**config.mk**
```make
export PLATFORM = sky130hd
export DESIGN_NAME = tabular_q_learning_three_action_unit
export DESIGN_NICKNAME = d
export VERILOG_FILES = /design/src/rtl/tql_pkg.sv /design/src/rtl/tql_mul.sv /design/src/rtl/tabular_q_learning_three_action_unit.sv
export SDC_FILE = /design/constraint.sdc
export NUM_CORES = 2
export LEC_CHECK = 0
export BUFFER_PORTS_ARGS = -buffer_cell sky130_fd_sc_hd__buf_2
export CAP_MARGIN = 20
export CORE_UTILIZATION = 64
export DETAILED_ROUTE_END_ITERATION = 10
export PLACE_DENSITY = 0.83
export REMOVE_ABC_BUFFERS = 1
export SETUP_SLACK_MARGIN = 0.1
export SYNTH_ARGS = -nofsm -noshare
export SYNTH_HDL_FRONTEND = slang
export SYNTH_SLANG_ARGS = --single-unit
```
**constraint.sdc**
```tcl
create_clock -name clock -period 9.75 [get_ports clock]
set_input_delay 1.95 -clock clock [delete_from_list [all_inputs] [get_ports clock]]
set_output_delay 1.95 -clock clock [all_outputs]
set_load 0.01 [all_outputs]
```
**src/rtl/tql_pkg.sv**
```systemverilog
// Shared widths, codes and constants for the three-action Q-learning unit.
// No dependencies; imported by every module of the block.
`timescale 1ns / 1ps

package tql_pkg;

   localparam int NUM_STATES = 16;
   localparam int STATE_W    = 4;
   localparam int Q_W        = 32;
   localparam int FRAC_W     = 16;
   localparam int RATE_W     = 17;
   localparam int PCT_W      = 7;
   localparam int CMD_W      = 2;
   localparam int ACT_W      = 2;
   localparam int CSR_IDX_W  = 2;

   // shared multiplier: maxQ by discount and error term by rate, product floored by 2^FRAC_W
   localparam int MUL_A_W = Q_W + 2;
   localparam int MUL_B_W = RATE_W + 1;
   localparam int PROD_W  = MUL_A_W + MUL_B_W;
   localparam int MQ_W    = PROD_W - FRAC_W;

   localparam logic [RATE_W-1:0] ONE_Q16 = RATE_W'(65536);

   localparam logic [PCT_W-1:0] CHOICE_LEFT_LIMIT   = PCT_W'(30);
   localparam logic [PCT_W-1:0] CHOICE_MIDDLE_LIMIT = PCT_W'(63);

   localparam logic [CMD_W-1:0] CMD_GREEDY  = 2'd0;
   localparam logic [CMD_W-1:0] CMD_EXPLORE = 2'd1;
   localparam logic [CMD_W-1:0] CMD_UPDATE  = 2'd2;

   localparam logic [ACT_W-1:0] ACT_NONE   = 2'd0;
   localparam logic [ACT_W-1:0] ACT_LEFT   = 2'd1;
   localparam logic [ACT_W-1:0] ACT_MIDDLE = 2'd2;
   localparam logic [ACT_W-1:0] ACT_RIGHT  = 2'd3;

   localparam logic [CSR_IDX_W-1:0] CSR_LEARNING_RATE   = 2'd0;
   localparam logic [CSR_IDX_W-1:0] CSR_DISCOUNT        = 2'd1;
   localparam logic [CSR_IDX_W-1:0] CSR_EXPLORE_PERCENT = 2'd2;

   typedef struct packed {
      logic signed [Q_W-1:0] left;
      logic signed [Q_W-1:0] middle;
      logic signed [Q_W-1:0] right;
   } row_type;

endpackage

```
**src/rtl/tql_mul.sv**
```systemverilog
// Shared signed multiplier with registered product, floored by 2^FRAC_W.
// Depends on tql_pkg.
`timescale 1ns / 1ps

module tql_mul (
   input  logic                                clock,
   input  logic signed [tql_pkg::MUL_A_W-1:0]  op_a,
   input  logic signed [tql_pkg::MUL_B_W-1:0]  op_b,
   output logic signed [tql_pkg::MQ_W-1:0]     prod_q
);
   import tql_pkg::*;

   logic signed [PROD_W-1:0] prod_ff;
   logic signed [PROD_W-1:0] prod_in;

   assign prod_in = op_a * op_b;

   always_ff @(posedge clock) begin
      prod_ff <= prod_in;
   end

   // dropping the fraction bits of a two's complement value floors it
   assign prod_q = prod_ff[PROD_W-1:FRAC_W];

endmodule

```
**src/rtl/tabular_q_learning_three_action_unit.sv**
```systemverilog
// Top level of the three-action Q-learning unit: sequencer, Q-table and CSRs.
// Depends on tql_pkg and tql_mul.
//
//   channel   ports                       handshake
//   request   start, busy, req_*          taken when start & !busy
//   result    rsp_valid, rsp_*            one-cycle strobe, no back-pressure
//   config    csr_wr_en, csr_index, ...   written when csr_wr_en
//
// Greedy and epsilon-greedy picks do one table read, then the compare; an
// update walks ST_MAX, ST_DMUL, ST_ERR, ST_UMUL and ST_WB, set by the single
// table read port and the two passes through the shared multiplier. busy is high meanwhile.
// Synchronous reset clears the CSRs and the row valid bits, so every row
// reads as zero. The receiver cannot stall: each result is shown once.
`timescale 1ns / 1ps

module tabular_q_learning_three_action_unit (
   input  logic                               clock,
   input  logic                               reset,
   input  logic                               start,
   output logic                               busy,
   input  logic [tql_pkg::CMD_W-1:0]          req_command,
   input  logic [tql_pkg::STATE_W-1:0]        req_state_index,
   input  logic [tql_pkg::STATE_W-1:0]        req_next_state,
   input  logic [tql_pkg::ACT_W-1:0]          req_action_taken,
   input  logic signed [tql_pkg::Q_W-1:0]     req_reward,
   input  logic [tql_pkg::PCT_W-1:0]          req_explore_draw,
   input  logic [tql_pkg::PCT_W-1:0]          req_choice_draw,
   output logic                               rsp_valid,
   output logic [tql_pkg::ACT_W-1:0]          rsp_chosen_action,
   input  logic                               csr_wr_en,
   input  logic [tql_pkg::CSR_IDX_W-1:0]      csr_index,
   input  logic [tql_pkg::RATE_W-1:0]         csr_wr_data
);
   import tql_pkg::*;

   typedef enum logic [2:0] {
      ST_IDLE,
      ST_PICK,
      ST_MAX,
      ST_DMUL,
      ST_ERR,
      ST_UMUL,
      ST_WB
   } state_type;

   localparam logic signed [Q_W-1:0] Q_MAX = {1'b0, {(Q_W-1){1'b1}}};
   localparam logic signed [Q_W-1:0] Q_MIN = {1'b1, {(Q_W-1){1'b0}}};

   function automatic logic in_range(input logic [STATE_W-1:0] idx);
      in_range = (32'(idx) < NUM_STATES);
   endfunction

   function automatic logic [ACT_W-1:0] greedy(input row_type r);
      if (r.left >= r.middle && r.left >= r.right) begin
         greedy = ACT_LEFT;
      end else if (r.middle >= r.right) begin
         greedy = ACT_MIDDLE;
      end else begin
         greedy = ACT_RIGHT;
      end
   endfunction

   function automatic logic [ACT_W-1:0] random_move(input logic [PCT_W-1:0] draw);
      if (draw < CHOICE_LEFT_LIMIT) begin
         random_move = ACT_LEFT;
      end else if (draw < CHOICE_MIDDLE_LIMIT) begin
         random_move = ACT_MIDDLE;
      end else begin
         random_move = ACT_RIGHT;
      end
   endfunction

   function automatic logic [RATE_W-1:0] clamp_rate(input logic [RATE_W-1:0] v);
      clamp_rate = (v > ONE_Q16) ? ONE_Q16 : v;
   endfunction

   state_type                state_ff;
   logic                     rsp_valid_ff;
   logic [ACT_W-1:0]         rsp_action_ff;
   logic [RATE_W-1:0]        lr_ff;
   logic [RATE_W-1:0]        disc_ff;
   logic [PCT_W-1:0]         eps_ff;
   logic [NUM_STATES-1:0]    row_valid_ff;

   logic [STATE_W-1:0]       state_idx_ff;
   logic [ACT_W-1:0]         action_ff;
   logic signed [Q_W-1:0]    reward_ff;
   logic                     explore_ff;
   logic [PCT_W-1:0]         choice_ff;
   logic signed [Q_W-1:0]    mx_ff;
   row_type                  cur_row_ff;
   logic signed [MUL_A_W-1:0] err_ff;

   row_type                  mem [NUM_STATES];
   row_type                  rd_row_ff;
   logic                     rd_hit_ff;
   logic [STATE_W-1:0]       rd_addr;
   row_type                  row_q;

   logic signed [MUL_A_W-1:0] mul_a;
   logic signed [MUL_B_W-1:0] mul_b;
   logic signed [MQ_W-1:0]    mul_q;

   logic signed [Q_W-1:0]    cur_lane;
   logic signed [Q_W-1:0]    row_max_mid;
   logic signed [MQ_W-1:0]   err_sum;
   logic signed [MQ_W-1:0]   new_sum;
   logic signed [Q_W-1:0]    new_val;
   row_type                  wr_row;
   logic                     wr_en;

   assign busy              = (state_ff != ST_IDLE);
   assign rsp_valid         = rsp_valid_ff;
   assign rsp_chosen_action = rsp_action_ff;

   // table read port
   always_comb begin
      if (state_ff == ST_IDLE && req_command == CMD_UPDATE) begin
         rd_addr = req_next_state;
      end else if (state_ff == ST_IDLE) begin
         rd_addr = req_state_index;
      end else begin
         rd_addr = state_idx_ff;
      end
   end

   assign row_q = rd_hit_ff ? rd_row_ff : '0;

   always_ff @(posedge clock) begin
      rd_row_ff <= mem[rd_addr];
      if (wr_en) begin
         mem[state_idx_ff] <= wr_row;
      end
   end

   // shared multiplier: discount * maxQ, then learning_rate * error
   always_comb begin
      if (state_ff == ST_DMUL) begin
         mul_a = MUL_A_W'(mx_ff);
         mul_b = {1'b0, disc_ff};
      end else begin
         mul_a = err_ff;
         mul_b = {1'b0, lr_ff};
      end
   end

   tql_mul u_mul (
      .clock  (clock),
      .op_a   (mul_a),
      .op_b   (mul_b),
      .prod_q (mul_q)
   );

   always_comb begin
      unique case (action_ff)
         ACT_LEFT:   cur_lane = cur_row_ff.left;
         ACT_MIDDLE: cur_lane = cur_row_ff.middle;
         ACT_RIGHT:  cur_lane = cur_row_ff.right;
         default:    cur_lane = '0;
      endcase
   end

   assign row_max_mid = (row_q.middle > row_q.left) ? row_q.middle : row_q.left;
   assign err_sum     = MQ_W'(reward_ff) + mul_q - MQ_W'(cur_lane);
   assign new_sum     = MQ_W'(cur_lane) + mul_q;

   always_comb begin
      priority if (new_sum > MQ_W'(Q_MAX)) begin
         new_val = Q_MAX;
      end else if (new_sum < MQ_W'(Q_MIN)) begin
         new_val = Q_MIN;
      end else begin
         new_val = new_sum[Q_W-1:0];
      end
   end

   always_comb begin
      wr_row = cur_row_ff;
      unique case (action_ff)
         ACT_LEFT:   wr_row.left   = new_val;
         ACT_MIDDLE: wr_row.middle = new_val;
         ACT_RIGHT:  wr_row.right  = new_val;
         default:    wr_row        = cur_row_ff;
      endcase
   end

   assign wr_en = (state_ff == ST_WB) && in_range(state_idx_ff) && (action_ff != ACT_NONE);

   always_ff @(posedge clock) begin
      if (reset) begin
         state_ff     <= ST_IDLE;
         rsp_valid_ff <= 1'b0;
         lr_ff        <= '0;
         disc_ff      <= '0;
         eps_ff       <= '0;
         row_valid_ff <= '0;
         rd_hit_ff    <= 1'b0;
      end else begin
         rsp_valid_ff <= 1'b0;
         rd_hit_ff    <= in_range(rd_addr) && row_valid_ff[rd_addr];

         if (csr_wr_en) begin
            unique case (csr_index)
               CSR_LEARNING_RATE:   lr_ff   <= clamp_rate(csr_wr_data);
               CSR_DISCOUNT:        disc_ff <= clamp_rate(csr_wr_data);
               CSR_EXPLORE_PERCENT: eps_ff  <= csr_wr_data[PCT_W-1:0];
               default:             ;
            endcase
         end

         if (wr_en) begin
            row_valid_ff[state_idx_ff] <= 1'b1;
         end

         unique case (state_ff)
            ST_IDLE: begin
               if (start) begin
                  state_idx_ff <= req_state_index;
                  action_ff    <= req_action_taken;
                  reward_ff    <= req_reward;
                  choice_ff    <= req_choice_draw;
                  explore_ff   <= (req_command == CMD_EXPLORE) && (req_explore_draw < eps_ff);
                  unique case (req_command)
                     CMD_GREEDY, CMD_EXPLORE: state_ff <= ST_PICK;
                     CMD_UPDATE:              state_ff <= ST_MAX;
                     default:                 state_ff <= ST_IDLE;
                  endcase
               end
            end
            ST_PICK: begin
               rsp_valid_ff  <= 1'b1;
               rsp_action_ff <= explore_ff ? random_move(choice_ff) : greedy(row_q);
               state_ff      <= ST_IDLE;
            end
            ST_MAX: begin
               mx_ff    <= (row_q.right > row_max_mid) ? row_q.right : row_max_mid;
               state_ff <= ST_DMUL;
            end
            ST_DMUL: begin
               cur_row_ff <= row_q;
               state_ff   <= ST_ERR;
            end
            ST_ERR: begin
               err_ff   <= err_sum[MUL_A_W-1:0];
               state_ff <= ST_UMUL;
            end
            ST_UMUL: begin
               state_ff <= ST_WB;
            end
            ST_WB: begin
               state_ff <= ST_IDLE;
            end
            default: begin
               state_ff <= ST_IDLE;
            end
         endcase
      end
   end

endmodule

```
==> metrics.md <==
| Metric | Value |
|---|---|
| Final GP Congestion | around 0.99 |
| Synthesized area per cell | roughly 14 µm² |
| Leakage | between 40 and 50 nW |
| FF-to-FF Start | state_ff[2] |
| Final setup viols | 0 |
| DRC Markers | 0 |
| Hold Crit Class | reg2reg |
| CP Capture Type | register |
| Synthesized flop and latch total | slightly below 2000 |
| Crit path kind | reg2reg |
| Largest net degree at the start of global routing | approximately 140 |
| Period utilization | 0.911 |
| Required time worst endpoint | 10.43 ns |
| RR Endpoint | u_mul.prod_ff[49] |
| Vias in the first global route | 63900 |
| Clock share of power | 0.341 |
| Count of non-filler cells in the finished layout | approximately 9400 |
| Final nets | between 8000 and 9000 |
| Synth Flop Type | edfxtp_1 |
| F_max | between 100 and 150 MHz |
| Logic pwr share | 0.203 |
| Reg-to-reg setup timing slack | 0.87 ns |
| Overflow after GRT | 0 |
| I/O pin count | 85 |
| Resized Gates After CTS | 0 |
| Reg2reg path depth | 25 |
| Die Wd | between 300 and 400 µm |
| Row Count | about 150 |
| Clk_lat worst skew | around 0.86 ns |
| Int Power | ~0.015 W |
| CP max FO | 27 |
| Slew margin rel. | 0.170 |
| Count of clock tree sinks | just under 2000 |
| Starting DRT DRC Count | between 8000 and 9000 |
| Minimum clock period | between 8 and 9 ns |
| Min Hold Slack | 0.457 ns |
| Worst Hold Path EP | disc_ff[11] |
| Cts hold-fix bufs | 0 |
| Drt total wl | roughly 270000 µm |
| Die height | approximately 400 µm |
| Antenna viol nets, final | 0 |
| Power per cell area | ~190 nW/µm² |
| Syn Std Cell Area | 101000 µm² |
| First-pass GRT wire length | a little over 400000 µm |
| Synth warnings | 0 |
| Skew final | between 0.07 and 0.08 ns |
| Crit-path max cell delay | 0.61 ns |
| Number of synthesized flops with an enable pin | roughly 1700 |
| Sw Share | 0.287 |
| Post-CTS Setup Bufs | 0 |
| Worst Hold Depth | 2 |
| Hold_sp | disc_ff[11] |
| Worst-Margin Slew | about 1.2 ns |
| Outcome | complete, no violations |
| Top cell type's share of synthesized area | 0.522 |
| Max-slew violation count | 0 |
| Max Buffers Root-to-Sink | 3 |
| All-Layer GR Usage | 0.353 |
| Cells after Synth | between 7000 and 8000 |
| Critical path startpoint category | register |
| WL/cell | 29.3 µm |
| CTS tree | yes |
| Max_cap viols | 0 |
| FFs w/ async S/R, synth | 0 |
| Total number of vias | 61500 |
| NetSw | a little over 0.006 W |
| Dpl hpwl | 166000 µm |
| RSZ-0062 raised after global routing | no |
| Post-DR vias/cell | 6.56 |
| Worst EP arrival | between 9 and 10 ns |
| Pre-antenna DRT Iters | 6 |
| Post-synth top area cell | edfxtp_1 |
| Maximum vdd drop | 0.000146 V |
| Area growth syn-to-layout | 9.45% |
| Num CTS Buffers | 183 |
| Ranking of synthesized cells by area | edfxtp_1 52%, fa_1 12%, mux4_2 8.7%, ha_1 4.0%, dfxtp_1 3.9% |
| Fillers | 9572 |
| Yosys cell types | about 80 |
| Clock Root Buffer | clkbuf_16 |
| Initial antenna violation count | 2 |
| # H-tree levels | 4 |
| Crit path top cell by count | fa_1 |
| Hold Vio Cnt, Final | 0 |
| Starting Density | 0.644 |
| Post-synthesis sequential area ratio | 0.560 |
| Slowest CP cell | dfxtp_1 |
| Placed Cells | roughly 9000 |
| Sequential Power Share | 0.456 |
| I/O Buffers | 84 |
| Clock transition at path regs | roughly 0.060 ns |
| Die area | 159000 µm² |
| Fraction of layout cells with a size suffix above 1 | 0.141 |
| Core area | about 160000 µm² |
-- flip-flops by register name, indices dropped and copies added (netlist names) --
signal	count
action_ff	2
choice_ff	7
cur_row_ff	96
disc_ff	17
eps_ff	7
err_ff	34
explore_ff	1
lr_ff	17
mem	1536
mx_ff	32
rd_hit_ff	1
rd_row_ff	96
reward_ff	32
row_valid_ff	16
rsp_chosen_action	2
rsp_valid	1
state_ff	3
state_idx_ff	4
u_mul.prod_ff	36
-- power groups by stage --
stage | sequential [W] | combinational [W] | clock [W]
global placement | 0.00981 | 0.00395 | 0
CTS | 0.00964 | 0.00416 | 0.00723
finish | 0.00964 | 0.00429 | 0.00721
global route | 0.00964 | 0.00453 | 0.00754
floorplan | 0.00972 | 0.00405 | 0
detailed placement | 0.00981 | 0.00406 | 0
-- cell usage after synthesis, drive strengths merged, types with 11 or more instances --
cell / count
a22o: 32
nand3: 55
nor2: 429
a211oi: 109
o21bai: 13
mux4: 388
nand2: 683
mux2: 34
o21ai: 87
nor3: 21
a21oi: 354
dfxtp: 194
ha: 324
nor2b: 127
inv: 853
edfxtp: 1746
xnor2: 75
a21o: 86
nand2b: 41
clkbuf: 170
and2: 41
nand4: 40
nor4: 11
buf: 125
fa: 583
mux2i: 218
o21a: 25
xor2: 28
o211ai: 16
-- layer usage --
layer	GRT usage	share of wire	vias up
li1	-	-	25200
met1	0.471	0.36	31000
met2	0.563	0.48	4367
met3	0.0713	0.11	850
met4	0.165	0.052	2
met5	0	0.000033	-
-- metrics by stage --
stage	setup WS [ns]	area, µm²	total power (W)	util	TNS (ns)
3_3_place_gp	1.07	104000	0.0138	0.664	0
3_5_place_dp	0.918	104000	0.0139	0.664	0
5_1_grt	0.401	110000	0.0217	0.705	0
4_1_cts	0.825	110000	0.0210	0.703	0
6_report	0.866	110000	0.0211	0.705	0
2_1_floorplan	-25.76	99200	0.0138	-	-2499.02
-- layout make-up --
class                   count  area [µm²]  share of cell area
flip-flops and latches   1940       56300               0.512
multi-input cells        3932       39900               0.363
inverters                 853        3200              0.0291
repair buffers            243        1900              0.0173
well taps                2058        2570              0.0234
clock buffers             244        4930              0.0448
clock inverters            98        1120              0.0102
diodes                      1        2.50           0.0000227
-- cells in the final DEF, fill, tap and decap left out, types with 25 or more instances in the layout --
master     count
a211oi_1     108
xnor2_1       74
a21o_1        86
inv_1        852
nor2_1       413
nand3_1       55
clkbuf_1      49
o21a_1        25
a22o_1        32
nand4_1       40
and2_1        41
ha_1         324
nor2b_1      125
mux4_2       388
a21oi_1      329
edfxtp_1    1746
fa_1         583
dfxtp_1      193
nand2_1      674
o21ai_0       78
xor2_1        28
buf_2         84
buf_4        136
mux2_2        34
clkinv_2      34
clkbuf_16    184
mux2i_1      212
nand2b_1      40
-- cell families after synthesis --
kind of cell	synth area share
xor gates and xnor gates	0.00905
buffers and inverters	0.0450
and+or+nand+nor	0.0656
adders and majority gates	0.156
DFF	0.560
muxes	0.112
AOI/OAI and AO/OA	0.0511
-- critical path: cells and delay by family, from the launching register on --
family | cells | cell delay (ns)
buffers and inverters | 5 | 0.76
flip-flops | 1 | 0.61
adder cells (fa/ha/maj) | 7 | 3.41
XOR/XNOR | 1 | 0.16
AND/OR/NAND/NOR | 7 | 1.96
AO/OA/AOI/OAI | 5 | 1.80
-- how the worst max path moves through the flow --
stage              startpoint  slack (ns)                 to
6_report          state_ff[2]        0.87  u_mul.prod_ff[49]
5_1_grt           state_ff[2]        0.40  u_mul.prod_ff[49]
4_1_cts           state_ff[2]        0.83  u_mul.prod_ff[49]
3_5_place_dp      state_ff[2]        0.92  u_mul.prod_ff[49]
3_3_place_gp      state_ff[2]        1.07  u_mul.prod_ff[49]
2_1_floorplan  req_command[1]      -25.76          rd_hit_ff
Power figures use the tool's default switching activity.
